File: config.mk
export PLATFORM = sky130hd
export DESIGN_NAME = tlca_ctrl
export DESIGN_NICKNAME = d
export VERILOG_FILES = /design/src/sv/tlca_pkg.sv /design/src/sv/tlca_ctrl.sv
export SDC_FILE = /design/constraint.sdc
export NUM_CORES = 1
export LEC_CHECK = 0
export BUFFER_PORTS_ARGS = -buffer_cell sky130_fd_sc_hd__buf_4
export CORE_UTILIZATION = 49
export CTS_BUF_LIST = sky130_fd_sc_hd__clkbuf_8
export DETAILED_ROUTE_END_ITERATION = 12
export MAX_ROUTING_LAYER = met4
export PLACE_DENSITY = 0.82
export SETUP_SLACK_MARGIN = 0.3
export SLEW_MARGIN = 10
export SYNTH_ARGS = -nofsm -noshare
export SYNTH_HDL_FRONTEND = slang
export SYNTH_SLANG_ARGS = --single-unit
export TNS_END_PERCENT = 30
File: constraint.sdc
create_clock -name i_clk -period 3.2 [get_ports i_clk]
set_input_delay 0 -clock i_clk [delete_from_list [all_inputs] [get_ports i_clk]]
set_output_delay 0 -clock i_clk [all_outputs]
set_load 0.02 [all_outputs]
File: src/sv/tlca_pkg.sv
// ---------------------------------------------------------------------------
// Tree LCA package
// Shared constants, controller states and the command and status structs.
// ---------------------------------------------------------------------------
`default_nettype none

package tlca_pkg;

    // Width of a node id on the ports and in the tables.
    localparam int ID_W = 10;

    // Request item command codes.
    typedef enum logic {
        CMD_LINK  = 1'b0,
        CMD_QUERY = 1'b1
    } t_cmd;

    typedef enum logic [4:0] {
        S_CLEAR,
        S_IDLE,
        S_DECODE,
        S_B0_RD,
        S_B0_WR,
        S_BK_RD1,
        S_BK_RD2,
        S_BK_WR,
        S_D_INIT,
        S_D_RD,
        S_D_STEP,
        S_D_WR,
        S_Q_DA,
        S_Q_DB,
        S_Q_SW,
        S_L_CHK,
        S_L_UPD,
        S_M_CHK,
        S_M_RDA,
        S_M_RDB,
        S_M_CMP,
        S_M_FIN,
        S_M_RES,
        S_RESULT
    } t_state;

    // Ancestor table read address selection.
    typedef enum logic [2:0] {
        T_NONE,
        T_PREV_V,
        T_PREV_MID,
        T_CUR,
        T_A,
        T_B,
        T_A_LVL0
    } t_tsel;

    // Level counter update.
    typedef enum logic [2:0] {
        K_HOLD,
        K_ZERO,
        K_ONE,
        K_TOP,
        K_INC,
        K_DEC
    } t_ksel;

    // Result register update.
    typedef enum logic [1:0] {
        R_HOLD,
        R_ZERO,
        R_A,
        R_TAB
    } t_rsel;

    typedef struct packed {
        logic  take;
        logic  clr_wr;
        logic  edge_wr;
        logic  par_rd;
        t_tsel tab_rd;
        logic  tab_wr0;
        logic  tab_wrk;
        logic  dep_rd_a;
        logic  dep_rd_b;
        logic  dep_wr;
        logic  v_one;
        logic  v_inc;
        t_ksel k_op;
        logic  mid_ld;
        logic  ta_ld;
        logic  da_ld;
        logic  swap;
        logic  d_init;
        logic  d_step;
        logic  lift_upd;
        logic  match_upd;
        logic  set_built;
        t_rsel res_op;
        logic  out_load;
    } t_ctrl;

    typedef struct packed {
        logic in_fire;
        logic clr_last;
        logic v_last;
        logic k_last;
        logic k_zero;
        logic is_query;
        logic ids_ok;
        logic built;
        logic diff_bit;
        logic a_zero;
        logic a_eq_b;
        logic out_free;
    } t_stat;

endpackage

`default_nettype wire

File: src/sv/tlca_ctrl.sv
// ---------------------------------------------------------------------------
// Tree LCA controller
// Sequences the clearing pass, edge writes, the table build and the query walk.
// ---------------------------------------------------------------------------
`default_nettype none

module tlca_ctrl (
    input  wire logic            i_clk,
    input  wire logic            i_rst_n,
    input  wire tlca_pkg::t_stat i_stat,
    output tlca_pkg::t_ctrl      o_ctl
);

    tlca_pkg::t_state r_state;
    tlca_pkg::t_state n_state;

    // State register.
    always_ff @(posedge i_clk) begin
        if (!i_rst_n) begin
            r_state <= tlca_pkg::S_CLEAR;
        end else begin
            r_state <= n_state;
        end
    end

    // Next state and commands.
    always_comb begin
        n_state = r_state;
        o_ctl   = '0;
        unique case (r_state)
            tlca_pkg::S_CLEAR: begin
                o_ctl.clr_wr = 1'b1;
                if (i_stat.clr_last) begin
                    n_state = tlca_pkg::S_IDLE;
                end
            end
            tlca_pkg::S_IDLE: begin
                o_ctl.take = 1'b1;
                if (i_stat.in_fire) begin
                    n_state = tlca_pkg::S_DECODE;
                end
            end
            tlca_pkg::S_DECODE: begin
                priority if (!i_stat.is_query) begin
                    o_ctl.edge_wr = i_stat.ids_ok;
                    n_state       = tlca_pkg::S_IDLE;
                end else if (!i_stat.ids_ok) begin
                    o_ctl.res_op = tlca_pkg::R_ZERO;
                    n_state      = tlca_pkg::S_RESULT;
                end else if (!i_stat.built) begin
                    o_ctl.v_one = 1'b1;
                    o_ctl.k_op  = tlca_pkg::K_ZERO;
                    n_state     = tlca_pkg::S_B0_RD;
                end else begin
                    n_state = tlca_pkg::S_Q_DA;
                end
            end
            // Level zero comes straight from the parent store.
            tlca_pkg::S_B0_RD: begin
                o_ctl.par_rd = 1'b1;
                n_state      = tlca_pkg::S_B0_WR;
            end
            tlca_pkg::S_B0_WR: begin
                o_ctl.tab_wr0 = 1'b1;
                if (i_stat.v_last) begin
                    o_ctl.v_one = 1'b1;
                    o_ctl.k_op  = tlca_pkg::K_ONE;
                    n_state     = tlca_pkg::S_BK_RD1;
                end else begin
                    o_ctl.v_inc = 1'b1;
                    n_state     = tlca_pkg::S_B0_RD;
                end
            end
            // Each higher level doubles the previous one.
            tlca_pkg::S_BK_RD1: begin
                o_ctl.tab_rd = tlca_pkg::T_PREV_V;
                n_state      = tlca_pkg::S_BK_RD2;
            end
            tlca_pkg::S_BK_RD2: begin
                o_ctl.tab_rd = tlca_pkg::T_PREV_MID;
                o_ctl.mid_ld = 1'b1;
                n_state      = tlca_pkg::S_BK_WR;
            end
            tlca_pkg::S_BK_WR: begin
                o_ctl.tab_wrk = 1'b1;
                n_state       = tlca_pkg::S_BK_RD1;
                if (i_stat.v_last) begin
                    o_ctl.v_one = 1'b1;
                    if (i_stat.k_last) begin
                        n_state = tlca_pkg::S_D_INIT;
                    end else begin
                        o_ctl.k_op = tlca_pkg::K_INC;
                    end
                end else begin
                    o_ctl.v_inc = 1'b1;
                end
            end
            // Depth of each node by lifting it to its root.
            tlca_pkg::S_D_INIT: begin
                o_ctl.d_init = 1'b1;
                o_ctl.k_op   = tlca_pkg::K_TOP;
                n_state      = tlca_pkg::S_D_RD;
            end
            tlca_pkg::S_D_RD: begin
                o_ctl.tab_rd = tlca_pkg::T_CUR;
                n_state      = tlca_pkg::S_D_STEP;
            end
            tlca_pkg::S_D_STEP: begin
                o_ctl.d_step = 1'b1;
                if (i_stat.k_zero) begin
                    n_state = tlca_pkg::S_D_WR;
                end else begin
                    o_ctl.k_op = tlca_pkg::K_DEC;
                    n_state    = tlca_pkg::S_D_RD;
                end
            end
            tlca_pkg::S_D_WR: begin
                o_ctl.dep_wr = 1'b1;
                if (i_stat.v_last) begin
                    o_ctl.set_built = 1'b1;
                    n_state         = tlca_pkg::S_Q_DA;
                end else begin
                    o_ctl.v_inc = 1'b1;
                    n_state     = tlca_pkg::S_D_INIT;
                end
            end
            // Query: fetch both depths and order the nodes.
            tlca_pkg::S_Q_DA: begin
                o_ctl.dep_rd_a = 1'b1;
                n_state        = tlca_pkg::S_Q_DB;
            end
            tlca_pkg::S_Q_DB: begin
                o_ctl.da_ld    = 1'b1;
                o_ctl.dep_rd_b = 1'b1;
                n_state        = tlca_pkg::S_Q_SW;
            end
            tlca_pkg::S_Q_SW: begin
                o_ctl.swap = 1'b1;
                o_ctl.k_op = tlca_pkg::K_ZERO;
                n_state    = tlca_pkg::S_L_CHK;
            end
            // Lift the deeper node by the depth difference.
            tlca_pkg::S_L_CHK: begin
                priority if (i_stat.a_zero) begin
                    n_state = tlca_pkg::S_M_CHK;
                end else if (i_stat.diff_bit) begin
                    o_ctl.tab_rd = tlca_pkg::T_A;
                    n_state      = tlca_pkg::S_L_UPD;
                end else if (i_stat.k_last) begin
                    n_state = tlca_pkg::S_M_CHK;
                end else begin
                    o_ctl.k_op = tlca_pkg::K_INC;
                end
            end
            tlca_pkg::S_L_UPD: begin
                o_ctl.lift_upd = 1'b1;
                if (i_stat.k_last) begin
                    n_state = tlca_pkg::S_M_CHK;
                end else begin
                    o_ctl.k_op = tlca_pkg::K_INC;
                    n_state    = tlca_pkg::S_L_CHK;
                end
            end
            tlca_pkg::S_M_CHK: begin
                priority if (i_stat.a_zero) begin
                    o_ctl.res_op = tlca_pkg::R_ZERO;
                    n_state      = tlca_pkg::S_RESULT;
                end else if (i_stat.a_eq_b) begin
                    o_ctl.res_op = tlca_pkg::R_A;
                    n_state      = tlca_pkg::S_RESULT;
                end else begin
                    o_ctl.k_op = tlca_pkg::K_TOP;
                    n_state    = tlca_pkg::S_M_RDA;
                end
            end
            // Lift both nodes together while their ancestors differ.
            tlca_pkg::S_M_RDA: begin
                o_ctl.tab_rd = tlca_pkg::T_A;
                n_state      = tlca_pkg::S_M_RDB;
            end
            tlca_pkg::S_M_RDB: begin
                o_ctl.ta_ld  = 1'b1;
                o_ctl.tab_rd = tlca_pkg::T_B;
                n_state      = tlca_pkg::S_M_CMP;
            end
            tlca_pkg::S_M_CMP: begin
                o_ctl.match_upd = 1'b1;
                if (i_stat.k_zero) begin
                    n_state = tlca_pkg::S_M_FIN;
                end else begin
                    o_ctl.k_op = tlca_pkg::K_DEC;
                    n_state    = tlca_pkg::S_M_RDA;
                end
            end
            tlca_pkg::S_M_FIN: begin
                o_ctl.tab_rd = tlca_pkg::T_A_LVL0;
                n_state      = tlca_pkg::S_M_RES;
            end
            tlca_pkg::S_M_RES: begin
                o_ctl.res_op = tlca_pkg::R_TAB;
                n_state      = tlca_pkg::S_RESULT;
            end
            tlca_pkg::S_RESULT: begin
                if (i_stat.out_free) begin
                    o_ctl.out_load = 1'b1;
                    n_state        = tlca_pkg::S_IDLE;
                end
            end
            default: begin
                n_state = tlca_pkg::S_IDLE;
            end
        endcase
    end

endmodule

`default_nettype wire

==> summary.txt, run 1 <==
Placement
  • Detailed placer's ending HPWL: ~2500 um
  • Final weighted congestion of routability-driven global placement: 0.9249
  • Number of port buffers: 42

Synth
  • Library cell occupying the most area in the post-synthesis netlist: sky130_fd_sc_hd__dfxtp_1
  • Multiplexer share of the synthesized area: 0%
  • Xor/xnor share of the synthesized area: less than 1%
  • Post-synthesis compound-gate area fraction: a little under a third
  • Syn Nets: 173
  • Largest cells by area after synthesis: sky130_fd_sc_hd__dfxtp_1 (9.9%), sky130_fd_sc_hd__a21oi_1 (6.4%), sky130_fd_sc_hd__nor2_1 (5.5%)
  • Simple logic cell fraction of the synthesized area: 49.26%
  • Synth Flop Type: sky130_fd_sc_hd__dfxtp_1
  • Most repeated cell in the gate-level netlist after synthesis: sky130_fd_sc_hd__nor2_1
  • Post-Synthesis Cell Area: about 1000 um2
  • Number of flops mapped to enable cells by yosys: 0
  • Dominant combinational cell family by area after synthesis: simple AND/OR/NAND/NOR gates
  • Flip-flop and latch count after synthesis: 5
  • Share of the synthesized area in the top cell type: 9.852%
  • Adder-Cell Fraction of Synth Area: 0%
  • Cell count after synthesis: roughly 160
  • Part of the Yosys area used for sequential elements: under 10%
  • Number of library cell types mapped by synthesis: 47
  • Synthesis Warnings: 0
  • Share of synthesized flip-flops with an asynchronous set or reset: 0%
  • Per-instance average area after synthesis: between 6 and 7 um2
  • Synth top cells by count: sky130_fd_sc_hd__nor2_1 (15), sky130_fd_sc_hd__nand2_1 (14), sky130_fd_sc_hd__a21oi_1 (13), sky130_fd_sc_hd__nor3_1 (11)

Setup path
  • Maximum net fanout on the critical path: 21
  • CP Capture Type: output port
  • Signal arrival time at the worst endpoint: approximately 2300 ps
  • Critical path's slowest cell: sky130_fd_sc_hd__dfxtp_1
  • Worst reg-to-reg path cell count: 5
  • Data required time of the worst path: ~3200 ps
  • Cell chain of the critical path: buf_4 > nand3b_1 > or3_1 > nor2b_1 > o21ai_0 > buf_4
  • Number of cells on the critical path: 6
  • Worst Path Class, Setup: register to output port
  • Launching element type of the critical path: register
  • Sum of buffers and inverters on the critical path: 2
  • Critical path's top delay family: flip-flops
  • Delay of the slowest cell on the worst path: about 770 ps
  • Most frequent cell on the critical path: sky130_fd_sc_hd__buf_4

Finish
  • Fraction of layout instances using a drive strength above 1: between 20 and 30%
  • Fill cells: 200
  • Flip-flop count of the largest register, all copies and words added: 5
  • Nets: roughly 210
  • Registers with the most flip-flops: r_state x5
  • Layout overhead on the synthesized area: 33.37%
  • # diodes: 0
  • Post-layout utilization of the core: slightly below 70%
  • Register ranked first by flip-flop count: r_state

Hold path
  • Path category of the worst min-delay check: input pin to register
  • Hold Crit Depth: 3

Route
  • Avg Vias per Cell: 6.223
  • Total Wirelength: roughly 3400 um
  • DRC marker count from the first detailed-route iteration: between 50 and 60
  • Wire length per cell: approximately 16 um
  • Count of unresolved DRC violations after routing: 1
  • 1st-pass router iterations: 11
  • Number of nets with antenna violations after detailed routing: 0
  • Number of vias after detailed routing: 1369

STA
  • Transition at the pin with the smallest max-transition slack: slightly above 800 ps
  • Clock skew: roughly 4.1 ps
  • Setup repair after global routing missed its margin: no
  • Minimum period implied by the final worst setup slack: around 2300 ps
  • Maximum clock rate: approximately 430 MHz
  • Final setup violation count: 0
  • Number of slew-limit violations in the final report: 0
  • Tcrit/Tclk final: approximately 73%
  • Relative slew margins: a little under half
  • Endpoints failing hold: 0
  • Final setup TNS: 0 ps

Clocking
  • Number of sinks driven by the clock tree: 5
  • TritonCTS clock tree: done
  • Number of gates resized after CTS: 0
  • TritonCTS Buffers: 3
  • Hold-fix buffers, CTS: 0
  • Total number of H-tree levels: 1
  • Cell at the root of the clock tree: sky130_fd_sc_hd__clkbuf_8
  • Clock latency of the later-clocked register in the worst-skew pair: between 200 and 250 ps
  • Clock Pin Slew Worst Setup and Hold Paths: ~30 ps
  • Maximum clock insertion buffer count: 2
  • Number of buffers inserted to repair setup after CTS: 0

Power and ir drop
  • Power density normalized to cell area: roughly 220 nW/um2
  • Leak pwr: 0.5788 nW
  • Worst voltage drop across the vdd grid: roughly 0.40 mV

Floorplan
  • Die area: about 2300 um2
  • Die X-Extent: approximately 48 um
  • Ports placed on the boundary: 43
  • Number of standard-cell rows in the floorplan: 16
  • Die Y-Extent: 47.54 um
  • Initial cell density of the core: 51.79%
  • Placeable core region: between 1500 and 2000 um2

Global route
  • Vias in the first global route: between 1000 and 1500
  • Antenna violations before repair: 0
  • Overflow after GRT: 0
  • Largest net degree at the start of global routing: 27
  • First-pass GRT wire length: about 5000 um
  • Overall global routing resource usage: roughly a third

Flow run
  • Max-cap viol count: 0

Outcome
  • Failing checks: design-rule violations
  • Status: finished, violations left
-- worst reg2reg max path, stage by stage (launching register included) --
cell	delay (ps)
sky130_fd_sc_hd__dfxtp_1	840
sky130_fd_sc_hd__nand2b_1	420
sky130_fd_sc_hd__or3_1	510
sky130_fd_sc_hd__o2111ai_2	150
sky130_fd_sc_hd__a311o_1	160
sky130_fd_sc_hd__a21oi_1	60
-- cell families (layout without fill, tap and decap cells) --
logic type / count (synthesis) / in the layout
AOI/OAI and AO/OA: 46 / 46
xor gates and xnor gates: 1 / 1
buffers and inverters: 18 / 52
DFF: 5 / 5
and+or+nand+nor: 89 / 89
-- worst paths after layout --
check	from	end	slack [ps]
hold reg to reg	r_state[0]$_SDFFE_PN0P_	r_state[4]$_SDFFE_PN0P_	890
setup reg to reg	r_state[4]$_SDFFE_PN0P_	r_state[4]$_SDFFE_PN0P_	950
hold / removal	i_rst_n	r_state[1]$_SDFFE_PN0P_	20
setup / recovery	r_state[2]$_SDFFE_PN0P_	o_ctl[14]	870
-- where the power goes --
group | switching [mW] | internal, mW | total (mW)
registers | 0.0104 | 0.0653 | 0.0758
logic | 0.0599 | 0.0441 | 0.104
clock network | 0.0356 | 0.0826 | 0.118
-- cell type report --
cell class / instances / area (um2) / area share, %
Inverter: 3 / 11.26 / 0.8310
Clock inverter: 1 / 3.754 / 0.2770
Tap cell: 27 / 33.78 / 2.493
Clock buffer: 3 / 41.29 / 3.047
Sequential cell: 5 / 100.1 / 7.387
Multi-Input combinational cell: 136 / 827.0 / 61.03
Timing Repair Buffer: 45 / 337.8 / 24.93
-- per-stage QoR --
step                      area (um2)  hold slack, ps  total power, mW  worst slack [ps]  cells
after global routing            1355           20.80           0.3159             771.3    220
after global placement          1310           228.6           0.1757              1073    216
after detailed placement        1310           239.2           0.1781              1013    216
after CTS                       1355           13.34           0.2985             912.6    220
final                           1355           20.31           0.2980             870.2    220
after floorplan                 1016           82.76           0.1415              1291    159
-- per-layer routing --
metal | wire [um] | up-vias | share of wire, % | track usage [%]
met1 | 1468 | 639 | 43 | 41.48
met5 | 0 | - | 0 | -
met2 | 1661 | 57 | 49 | 49.59
met3 | 244 | 4 | 7.1 | 5.283
li1 | - | 669 | - | -
met4 | 42 | 0 | 1.2 | 8.889
-- layout by cell type (no fill, tap or decap), types with 4 or more instances in the layout --
cell / synthesis / routed
sky130_fd_sc_hd__inv_1: 3 / 4
sky130_fd_sc_hd__a31oi_1: 4 / 4
sky130_fd_sc_hd__a21oi_1: 13 / 13
sky130_fd_sc_hd__nor3_1: 11 / 11
sky130_fd_sc_hd__nor4b_1: 4 / 4
sky130_fd_sc_hd__buf_4: 1 / 45
sky130_fd_sc_hd__o21ai_0: 8 / 8
sky130_fd_sc_hd__nand3_1: 4 / 4
sky130_fd_sc_hd__nor4_1: 6 / 6
sky130_fd_sc_hd__nand2_1: 14 / 14
sky130_fd_sc_hd__or3_1: 6 / 6
sky130_fd_sc_hd__nand2b_1: 6 / 6
sky130_fd_sc_hd__nor2_1: 15 / 15
sky130_fd_sc_hd__nor2b_1: 5 / 5
sky130_fd_sc_hd__dfxtp_1: 5 / 5
Note: power is estimated with default switching activity, not from simulation.
==> run 2, diff against run 1 <==
Clock period 3.2 ns to 2.27 ns, I/O delays scaled along.
==> summary.txt, run 2 (synthesis gave the netlist of run 1 again) <==
Hold path
  • Worst min-delay path endpoint: r_state[1]$_SDFFE_PN0P_
  • Hold Startpoint: i_rst_n
  • Hold Crit Depth: 3 (unchanged)
  • Path category of the worst min-delay check: input pin to register

Setup path
  • Delay of the slowest cell on the worst path: 480 ps (-290 ps)
  • Startpoint of the most critical register-to-register path: r_state[2]$_SDFFE_PN0P_
  • Launching element type of the critical path: register
  • Sum of buffers and inverters on the critical path: 2 (unchanged)
  • Critical path's top delay family: simple AND/OR/NAND/NOR gates
  • Critical path's slowest cell: sky130_fd_sc_hd__or3_1
  • Setup slack, reg-to-reg: 400 ps (-550 ps)
  • Data required time of the worst path: 2270 ps (-930 ps)
  • Cell chain of the critical path: buf_4 > nand3b_1 > or3_1 > nor2b_1 > o21ai_0 > buf_4
  • Worst reg2reg endpoint: r_state[4]$_SDFFE_PN0P_
  • Maximum net fanout on the critical path: 13 (-38%)
  • Most frequent cell on the critical path: sky130_fd_sc_hd__buf_4
  • Worst reg-to-reg path cell count: 6 (+1)
  • Signal arrival time at the worst endpoint: 1910 ps (-420 ps)
  • CP Capture Type: output port
  • Worst Path Class, Setup: register to output port
  • Number of cells on the critical path: 6 (unchanged)

Placement
  • Final weighted congestion of routability-driven global placement: 0.9238 (-0.12%)
  • Number of port buffers: 42 (unchanged)
  • Placed Instance Area: 1363 um2 (+4.0%)
  • Detailed placer's ending HPWL: 2721 um (+7.7%)

Finish
  • Nets: 215 (+3.4%)
  • # diodes: 0 (unchanged)
  • Fill cells: 173 (-14%)
  • Commonest cells after routing, fill and taps aside: sky130_fd_sc_hd__buf_4 (51), sky130_fd_sc_hd__nor2_1 (15), sky130_fd_sc_hd__nand2_1 (14), sky130_fd_sc_hd__a21oi_1 (13), sky130_fd_sc_hd__nor3_1 (10)
  • Most frequent standard cell in the layout excluding fill and tap cells: sky130_fd_sc_hd__buf_4
  • Final design area excluding fillers: 1420 um2 (+4.8%)
  • Registers with the most flip-flops: r_state x5
  • Combined flip-flop and latch cell area: 103.9 um2 (+3.8%)
  • Flip-flop count of the largest register, all copies and words added: 5 (unchanged)
  • Layout overhead on the synthesized area: 39.78%
  • Register ranked first by flip-flop count: r_state
  • Area of the multi-input gates: 832.0 um2 (+0.61%)
  • Fraction of layout instances using a drive strength above 1: 32.50% (+4.5 points)

Route
  • Number of vias after detailed routing: 1420 (+3.7%)
  • 1st-pass router iterations: 9 (-2)
  • Count of unresolved DRC violations after routing: 1 (unchanged)
  • Avg Vias per Cell: 6.256 (+0.53%)
  • Wire length per cell: 16.04 um (+3.3%)
  • Number of nets with antenna violations after detailed routing: 0 (unchanged)
  • Total Wirelength: 3641 um (+6.6%)
  • DRC marker count from the first detailed-route iteration: 89 (+59%)

STA
  • Clock skew: 0.6672 ps (-3.405 ps)
  • Minimum period implied by the final worst setup slack: around 1900 ps
  • Setup repair after global routing missed its margin: yes
  • Tcrit/Tclk final: between 80 and 90%
  • Final setup TNS: 0 ps (unchanged)
  • Number of slew-limit violations in the final report: 0 (unchanged)
  • Endpoints failing hold: 0 (unchanged)
  • Transition at the pin with the smallest max-transition slack: 413.0 ps (-402.3 ps)
  • Maximum clock rate: between 500 and 600 MHz
  • Relative slew margins: 72.41% (+27 points)
  • Final setup violation count: 0 (unchanged)

Global route
  • Overall global routing resource usage: 33.76% (+2.2 points)
  • Vias in the first global route: 1196 (+12%)
  • Largest net degree at the start of global routing: 23 (-15%)
  • First-pass GRT wire length: 5375 um (+7.8%)
  • Antenna violations before repair: 0 (unchanged)
  • Overflow after GRT: 0 (unchanged)

Floorplan
  • Initial cell density of the core: 51.79% (unchanged)
  • Ports placed on the boundary: 43 (unchanged)
  • Die X-Extent: 47.54 um (unchanged)
  • Die Y-Extent: 47.54 um (unchanged)
  • Number of standard-cell rows in the floorplan: 16 (unchanged)
  • Die area: 2260 um2 (unchanged)
  • Placeable core region: 1962 um2 (unchanged)

Clocking
  • Cell at the root of the clock tree: sky130_fd_sc_hd__clkbuf_8
  • TritonCTS clock tree: done
  • Maximum clock insertion buffer count: 2 (unchanged)
  • Total number of H-tree levels: 1 (unchanged)
  • Clock latency of the later-clocked register in the worst-skew pair: 220 ps (about the same)
  • Hold-fix buffers, CTS: 0 (unchanged)
  • TritonCTS Buffers: 3 (unchanged)
  • Clock Pin Slew Worst Setup and Hold Paths: 40 ps (about the same)
  • Number of sinks driven by the clock tree: 5 (unchanged)

Power and ir drop
  • Total net switching power: 143.0 uW (+35%)
  • Sw frac: 34.40% (-1.1 points)
  • Internal power of the cells: 272.6 uW (+42%)
  • Leak pwr: 0.6200 nW (+7.1%)
  • Pwr Total: 415.6 uW (+39%)
  • Relative contribution of combinational cells to total power: 37.4% (+2.5 points)
  • Share of total power in the clock network: 37.7% (-2.0 points)
  • Worst voltage drop across the vdd grid: 0.3901 mV (-2.0%)
  • Sequential group share of total power: 24.9% (-0.5 points)
  • Power density normalized to cell area: 292.6 nW/um2 (+33%)

Flow run
  • Max-cap viol count: 0 (unchanged)

Outcome
  • Failing checks: design-rule violations
  • Status: finished, violations left
run 2: changes by cell type in the layout (fill, tap and decap cells not counted):
cell and change:
sky130_fd_sc_hd__buf_4 +6, sky130_fd_sc_hd__nor3_2 +1, sky130_fd_sc_hd__buf_6 +1, sky130_fd_sc_hd__dfxtp_2 +3
sky130_fd_sc_hd__nor3_1 -1, sky130_fd_sc_hd__dfxtp_1 -3
run 2: timing repair:
action | 4_1_cts | 5_1_grt
gates resized for setup | 2 | 3
pin swaps | 0 | 0
endpoints found under the hold margin | 0 | 0
buffers inserted | 0 | 0
setup endpoints to repair | 7 | 6
run 2: power groups by stage:
stage                     registers (mW)  clock network, mW  logic [mW]
after floorplan                   0.0951                  0       0.104
after global placement             0.103                  0       0.150
after detailed placement           0.104                  0       0.150
after CTS                          0.102              0.158       0.153
after global routing               0.103              0.169       0.167
final                              0.103              0.157       0.156
run 2: final cells by class:
cell class / count / area share, %
clock buffer: 3 / 2.907
clock inverter: 1 / 0.2643
inverter: 3 / 0.7930
multi-input combinational: 136 / 58.59
sequential: 5 / 7.313
tap: 27 / 2.379
timing repair buffer: 52 / 27.75
run 2: layer usage:
metal / GRT usage (%) / part of all wire, % / up-vias
met5: - / 0 / -
met4: 6.111 / 0.52 / 0
met3: 1.887 / 7.8 / 4
met2: 55.34 / 49 / 73
met1: 46.19 / 43 / 664
li1: - / - / 679
run 2: worst max-delay path by stage:
stage,startpoint,end,slack (ps)
global placement,r_state[1]$_SDFFE_PN0P_,r_state[2]$_SDFFE_PN0P_,310
detailed placement,r_state[1]$_SDFFE_PN0P_,r_state[2]$_SDFFE_PN0P_,250
global route,r_state[3]$_SDFFE_PN0P_,o_ctl[12],260
CTS,r_state[4]$_SDFFE_PN0P_,o_ctl[12],280
floorplan,r_state[1]$_SDFFE_PN0P_,o_ctl[14],360
finish,r_state[2]$_SDFFE_PN0P_,o_ctl[14],360
run 2: worst reg2reg max path, stage by stage, from the launching register on:
cell and delay (ps):
sky130_fd_sc_hd__dfxtp_1 340, sky130_fd_sc_hd__buf_4 200, sky130_fd_sc_hd__or3_4 380, sky130_fd_sc_hd__or4_1 470, sky130_fd_sc_hd__o2111ai_2 130, sky130_fd_sc_hd__a311o_1 160, sky130_fd_sc_hd__a21oi_1 70
run 2: per-stage QoR:
stage,setup slack [ps],cells,util (%),hold WS (ps)
floorplan,360.5,159,-,82.76
global placement,313.1,223,69.45,227.2
CTS,275.2,227,72.07,16.33
finish,360.1,227,72.39,20.75
global route,264.9,227,72.39,33.34
detailed placement,246.5,223,69.45,230.4
==> run 3, diff against run 2 <==
Settings changed: CORE_UTILIZATION 49 to 45, PLACE_DENSITY 0.82 to 0.79.
Clock period 2.27 ns to 1.53 ns, I/O delays scaled along.
==> summary.txt, run 3 <==
Floorplan
  • Ports placed on the boundary: 43 (unchanged)
  • Initial cell density of the core: 49.75% (-2.0 points)
  • Die Y-Extent: 49.52 um (+4.2%)
  • Die X-Extent: 49.52 um (+4.2%)
  • Number of standard-cell rows in the floorplan: 16 (unchanged)

Synth
  • Syn Nets: 173 (unchanged)
  • Largest cells by area after synthesis: sky130_fd_sc_hd__dfxtp_1 (9.9%), sky130_fd_sc_hd__a21oi_1 (6.4%), sky130_fd_sc_hd__nor2_1 (5.5%)
  • Number of flops mapped to enable cells by yosys: 0 (unchanged)
  • Synthesis Warnings: 0 (unchanged)
  • Synth top cells by count: sky130_fd_sc_hd__nor2_1 (15), sky130_fd_sc_hd__nand2_1 (14), sky130_fd_sc_hd__a21oi_1 (13), sky130_fd_sc_hd__nor3_1 (11)
  • Most repeated cell in the gate-level netlist after synthesis: sky130_fd_sc_hd__nor2_1
  • Share of synthesized flip-flops with an asynchronous set or reset: 0% (unchanged)
  • Post-Synthesis Cell Area: 1016 um2 (unchanged)
  • Cell count after synthesis: 159 (unchanged)
  • Library cell occupying the most area in the post-synthesis netlist: sky130_fd_sc_hd__dfxtp_1
  • Flip-flop and latch count after synthesis: 5 (unchanged)
  • Share of the synthesized area in the top cell type: 9.852% (unchanged)
  • Per-instance average area after synthesis: 6.390 um2 (unchanged)
  • Number of library cell types mapped by synthesis: 47 (unchanged)
  • Synth Flop Type: sky130_fd_sc_hd__dfxtp_1
  • Part of the Yosys area used for sequential elements: 9.852% (unchanged)

Placement
  • Cell count after placement: 256 (+15%)
  • Setup WS pre-CTS: -236.9 ps (-483.4 ps)
  • Final weighted congestion of routability-driven global placement: 0.9820 (+6.3%)
  • Detailed placer's ending HPWL: 3177 um (+17%)
  • Number of port buffers: 42 (unchanged)

STA
  • Post-GRT worst EP: o_ctl[12]
  • Worst EP kind: top-level output

Clocking
  • Number of sinks driven by the clock tree: 5 (unchanged)
  • Hold-fix buffers, CTS: 0 (unchanged)
  • Cell at the root of the clock tree: sky130_fd_sc_hd__clkbuf_8
  • Maximum clock insertion buffer count: 2 (unchanged)
  • Total number of H-tree levels: 1 (unchanged)
  • TritonCTS Buffers: 3 (unchanged)

Outcome
  • Status: did not finish
  • Failing step: global routing (5_1_grt)
  • Error message: [ERROR DPL-0038] Utilization greater than 100%, impossible to legalize

Global route
  • Largest net degree at the start of global routing: 15
## run 3: repair_timing
item | in CTS
endpoints found under the setup margin | 34
pin swaps | 4
resized for setup | 38
setup buffers | 11
## run 3: per-stage QoR
stage	utilization (%)	TNS (ps)	cell area (um2)
3_5_place_dp	80.51	-1361	1644
3_3_place_gp	80.51	-984.0	1644
2_1_floorplan	-	-427.4	1061
4_1_cts	93.32	-1379	1906
## run 3: logic make-up after synthesis
kind of cell / synth area share (%)
AND/OR/NAND/NOR: 49.26
AO/OA/AOI/OAI: 31.28
buffers and inverters: 8.743
flip-flops: 9.853
XOR/XNOR: 0.8622
==> run 4, diff against run 3 <==
Settings changed: CORE_AREA set to 2 2 63 65, CORE_UTILIZATION 45 to unset, CTS_BUF_LIST sky130_fd_sc_hd__clkbuf_8 to unset, DIE_AREA set to 0 0 65 67, MAX_ROUTING_LAYER met4 to unset, PLACE_DENSITY 0.79 to unset, PLACE_DENSITY_LB_ADDON set to 0.15, SETUP_SLACK_MARGIN 0.3 to unset.
Clock period 1.53 ns to 2 ns, I/O delays scaled along.
==> summary.txt, run 4 (synthesis gave the netlist of run 1 again) <==
Outcome
  • Status: finished clean

Clocking
  • Cell at the root of the clock tree: sky130_fd_sc_hd__clkbuf_8
  • TritonCTS clock tree: done
  • TritonCTS Buffers: 3 (unchanged)
  • Number of sinks driven by the clock tree: 5 (unchanged)
  • Maximum clock insertion buffer count: 2 (unchanged)
  • Clock latency of the later-clocked register in the worst-skew pair: between 200 and 250 ps
  • Clock Pin Slew Worst Setup and Hold Paths: approximately 40 ps
  • Hold-fix buffers, CTS: 0 (unchanged)
  • Total number of H-tree levels: 1 (unchanged)

Finish
  • Fraction of layout instances using a drive strength above 1: ~33%
  • Fill cells: approximately 390
  • Registers with the most flip-flops: r_state x5
  • Register ranked first by flip-flop count: r_state
  • Layout overhead on the synthesized area: 46.43%
  • Finished Layout Cells: 254
  • # diodes: 0
  • Most frequent standard cell in the layout excluding fill and tap cells: sky130_fd_sc_hd__buf_4
  • Nets: around 220
  • Post-layout utilization of the core: between 40% and 50%
  • Flip-flop count of the largest register, all copies and words added: 5
  • Commonest cells after routing, fill and taps aside: sky130_fd_sc_hd__buf_4 (58), sky130_fd_sc_hd__nor2_1 (15), sky130_fd_sc_hd__nand2_1 (14), sky130_fd_sc_hd__a21oi_1 (13), sky130_fd_sc_hd__nor3_1 (11)
  • Final design area excluding fillers: 1488 um2

Setup path
  • Launching element type of the critical path: register
  • Cell chain of the critical path: buf_4 > nand3_1 > nor3_1 > buf_4 > a21oi_1 > o21ai_0 > buf_4
  • Sum of buffers and inverters on the critical path: 3
  • Delay of the slowest cell on the worst path: around 430 ps
  • Most frequent cell on the critical path: sky130_fd_sc_hd__buf_4
  • Critical path's top delay family: buffers and inverters
  • Worst Path Class, Setup: register to output port
  • Signal arrival time at the worst endpoint: between 1500 and 2000 ps
  • Data required time of the worst path: roughly 2000 ps
  • CP Capture Type: output port
  • Critical path's slowest cell: sky130_fd_sc_hd__dfxtp_1
  • Maximum net fanout on the critical path: 21

Route
  • 1st-pass router iterations: 5
  • Total Wirelength: a little under 4000 um
  • Wire length per cell: 15.27 um
  • Number of vias after detailed routing: 1408
  • Count of unresolved DRC violations after routing: 0
  • Number of nets with antenna violations after detailed routing: 0
  • DRC marker count from the first detailed-route iteration: ~100
  • Avg Vias per Cell: around 5.5

Placement
  • Cell count after placement: 250 (-2.3%)
  • Number of port buffers: 42 (unchanged)
  • Final weighted congestion of routability-driven global placement: 0.8618 (-12%)
  • Detailed placer's ending HPWL: 3052 um (-4.0%)
  • Placed Instance Area: 1434 um2 (-13%)

STA
  • Minimum period implied by the final worst setup slack: approximately 1900 ps
  • Tcrit/Tclk final: 95.03%
  • Number of slew-limit violations in the final report: 0
  • Endpoints failing hold: 0
  • Relative slew margins: between 70% and 80%
  • Final setup violation count: 0
  • Maximum clock rate: ~530 MHz
  • Setup repair after global routing missed its margin: yes
  • Worst hold slack across all endpoints: between 20 and 30 ps
  • Transition at the pin with the smallest max-transition slack: between 300 and 400 ps
  • Clock skew: between 3 and 4 ps

Floorplan
  • Initial cell density of the core: 28.17% (-22 points)
  • Ports placed on the boundary: 43 (unchanged)
  • Number of standard-cell rows in the floorplan: 22 (+6)
  • Die area: about 4400 um2
  • Die Y-Extent: 67 um (+35%)
  • Placeable core region: around 3600 um2
  • Die X-Extent: 65 um (+31%)

Global route
  • Overall global routing resource usage: between 10% and 20%
  • Overflow after GRT: 0
  • Vias in the first global route: approximately 1300
  • Largest net degree at the start of global routing: 22
  • Antenna violations before repair: 0
  • First-pass GRT wire length: around 6000 um

Hold path
  • Path category of the worst min-delay check: input pin to register

Power and ir drop
  • Power density normalized to cell area: 327.6 nW/um2
  • Worst voltage drop across the vdd grid: about 0.24 mV
  • Leak pwr: approximately 0.64 nW

Flow run
  • Max-cap viol count: 0
-- run 4: cell type report --
| type | count | area (um2) | share of cell area [%] |
|---|---|---|---|
| multi-input cells | 136 | 833.3 | 56.01 |
| clock buffers | 4 | 45.04 | 3.028 |
| well taps | 48 | 60.06 | 4.037 |
| repair buffers | 58 | 435.4 | 29.27 |
| inverters | 3 | 11.26 | 0.7569 |
| flip-flops and latches | 5 | 102.6 | 6.897 |
-- run 4: routing by layer --
layer	wire length (um)	vias to the layer above	GRT usage (%)
li1	-	690	-
met4	53	0	6.383
met2	1863	70	29.77
met1	1649	643	23.46
met3	311	5	1.689
met5	0	-	0
-- run 4: metrics by stage --
stage               setup WS (ps)  power [mW]  setup TNS [ps]
floorplan                   90.54      0.2264               0
global placement            201.4      0.2943               0
detailed placement          152.0      0.2936               0
CTS                         8.650      0.4854               0
global route               -16.76      0.5131          -16.76
finish                      99.47      0.4874               0
-- run 4: tightest hold or removal path, cell delays in order --
cell	delay, ps
sky130_fd_sc_hd__buf_4	100
sky130_fd_sc_hd__nand2_1	60
sky130_fd_sc_hd__o41ai_2	50
-- run 4: timing repair --
action                     4_1_cts  5_1_grt
setup endpoints to repair        0        3
setup buffers                    0        0
gates resized for setup          0        3
-- run 4: power breakdown --
group          switching, mW  total (mW)  leakage [nW]  internal [mW]
Clock                 0.0546       0.192        0.0228          0.137
Combinational          0.106       0.183         0.579         0.0769
Sequential           0.00809       0.113        0.0416          0.105
Total                  0.169       0.487         0.643          0.319
-- run 4: final timing paths --
check	startpoint	to	slack, ps	depth (start not counted)
worst max register to register	r_state[2]$_SDFFE_PN0P_	r_state[4]$_SDFFE_PN0P_	190	6
worst max-delay path	r_state[0]$_SDFFE_PN0P_	o_ctl[14]	100	7
worst min-delay path	i_rst_n	r_state[1]$_SDFFE_PN0P_	30	3
worst min register to register	r_state[1]$_SDFFE_PN0P_	r_state[4]$_SDFFE_PN0P_	770	3
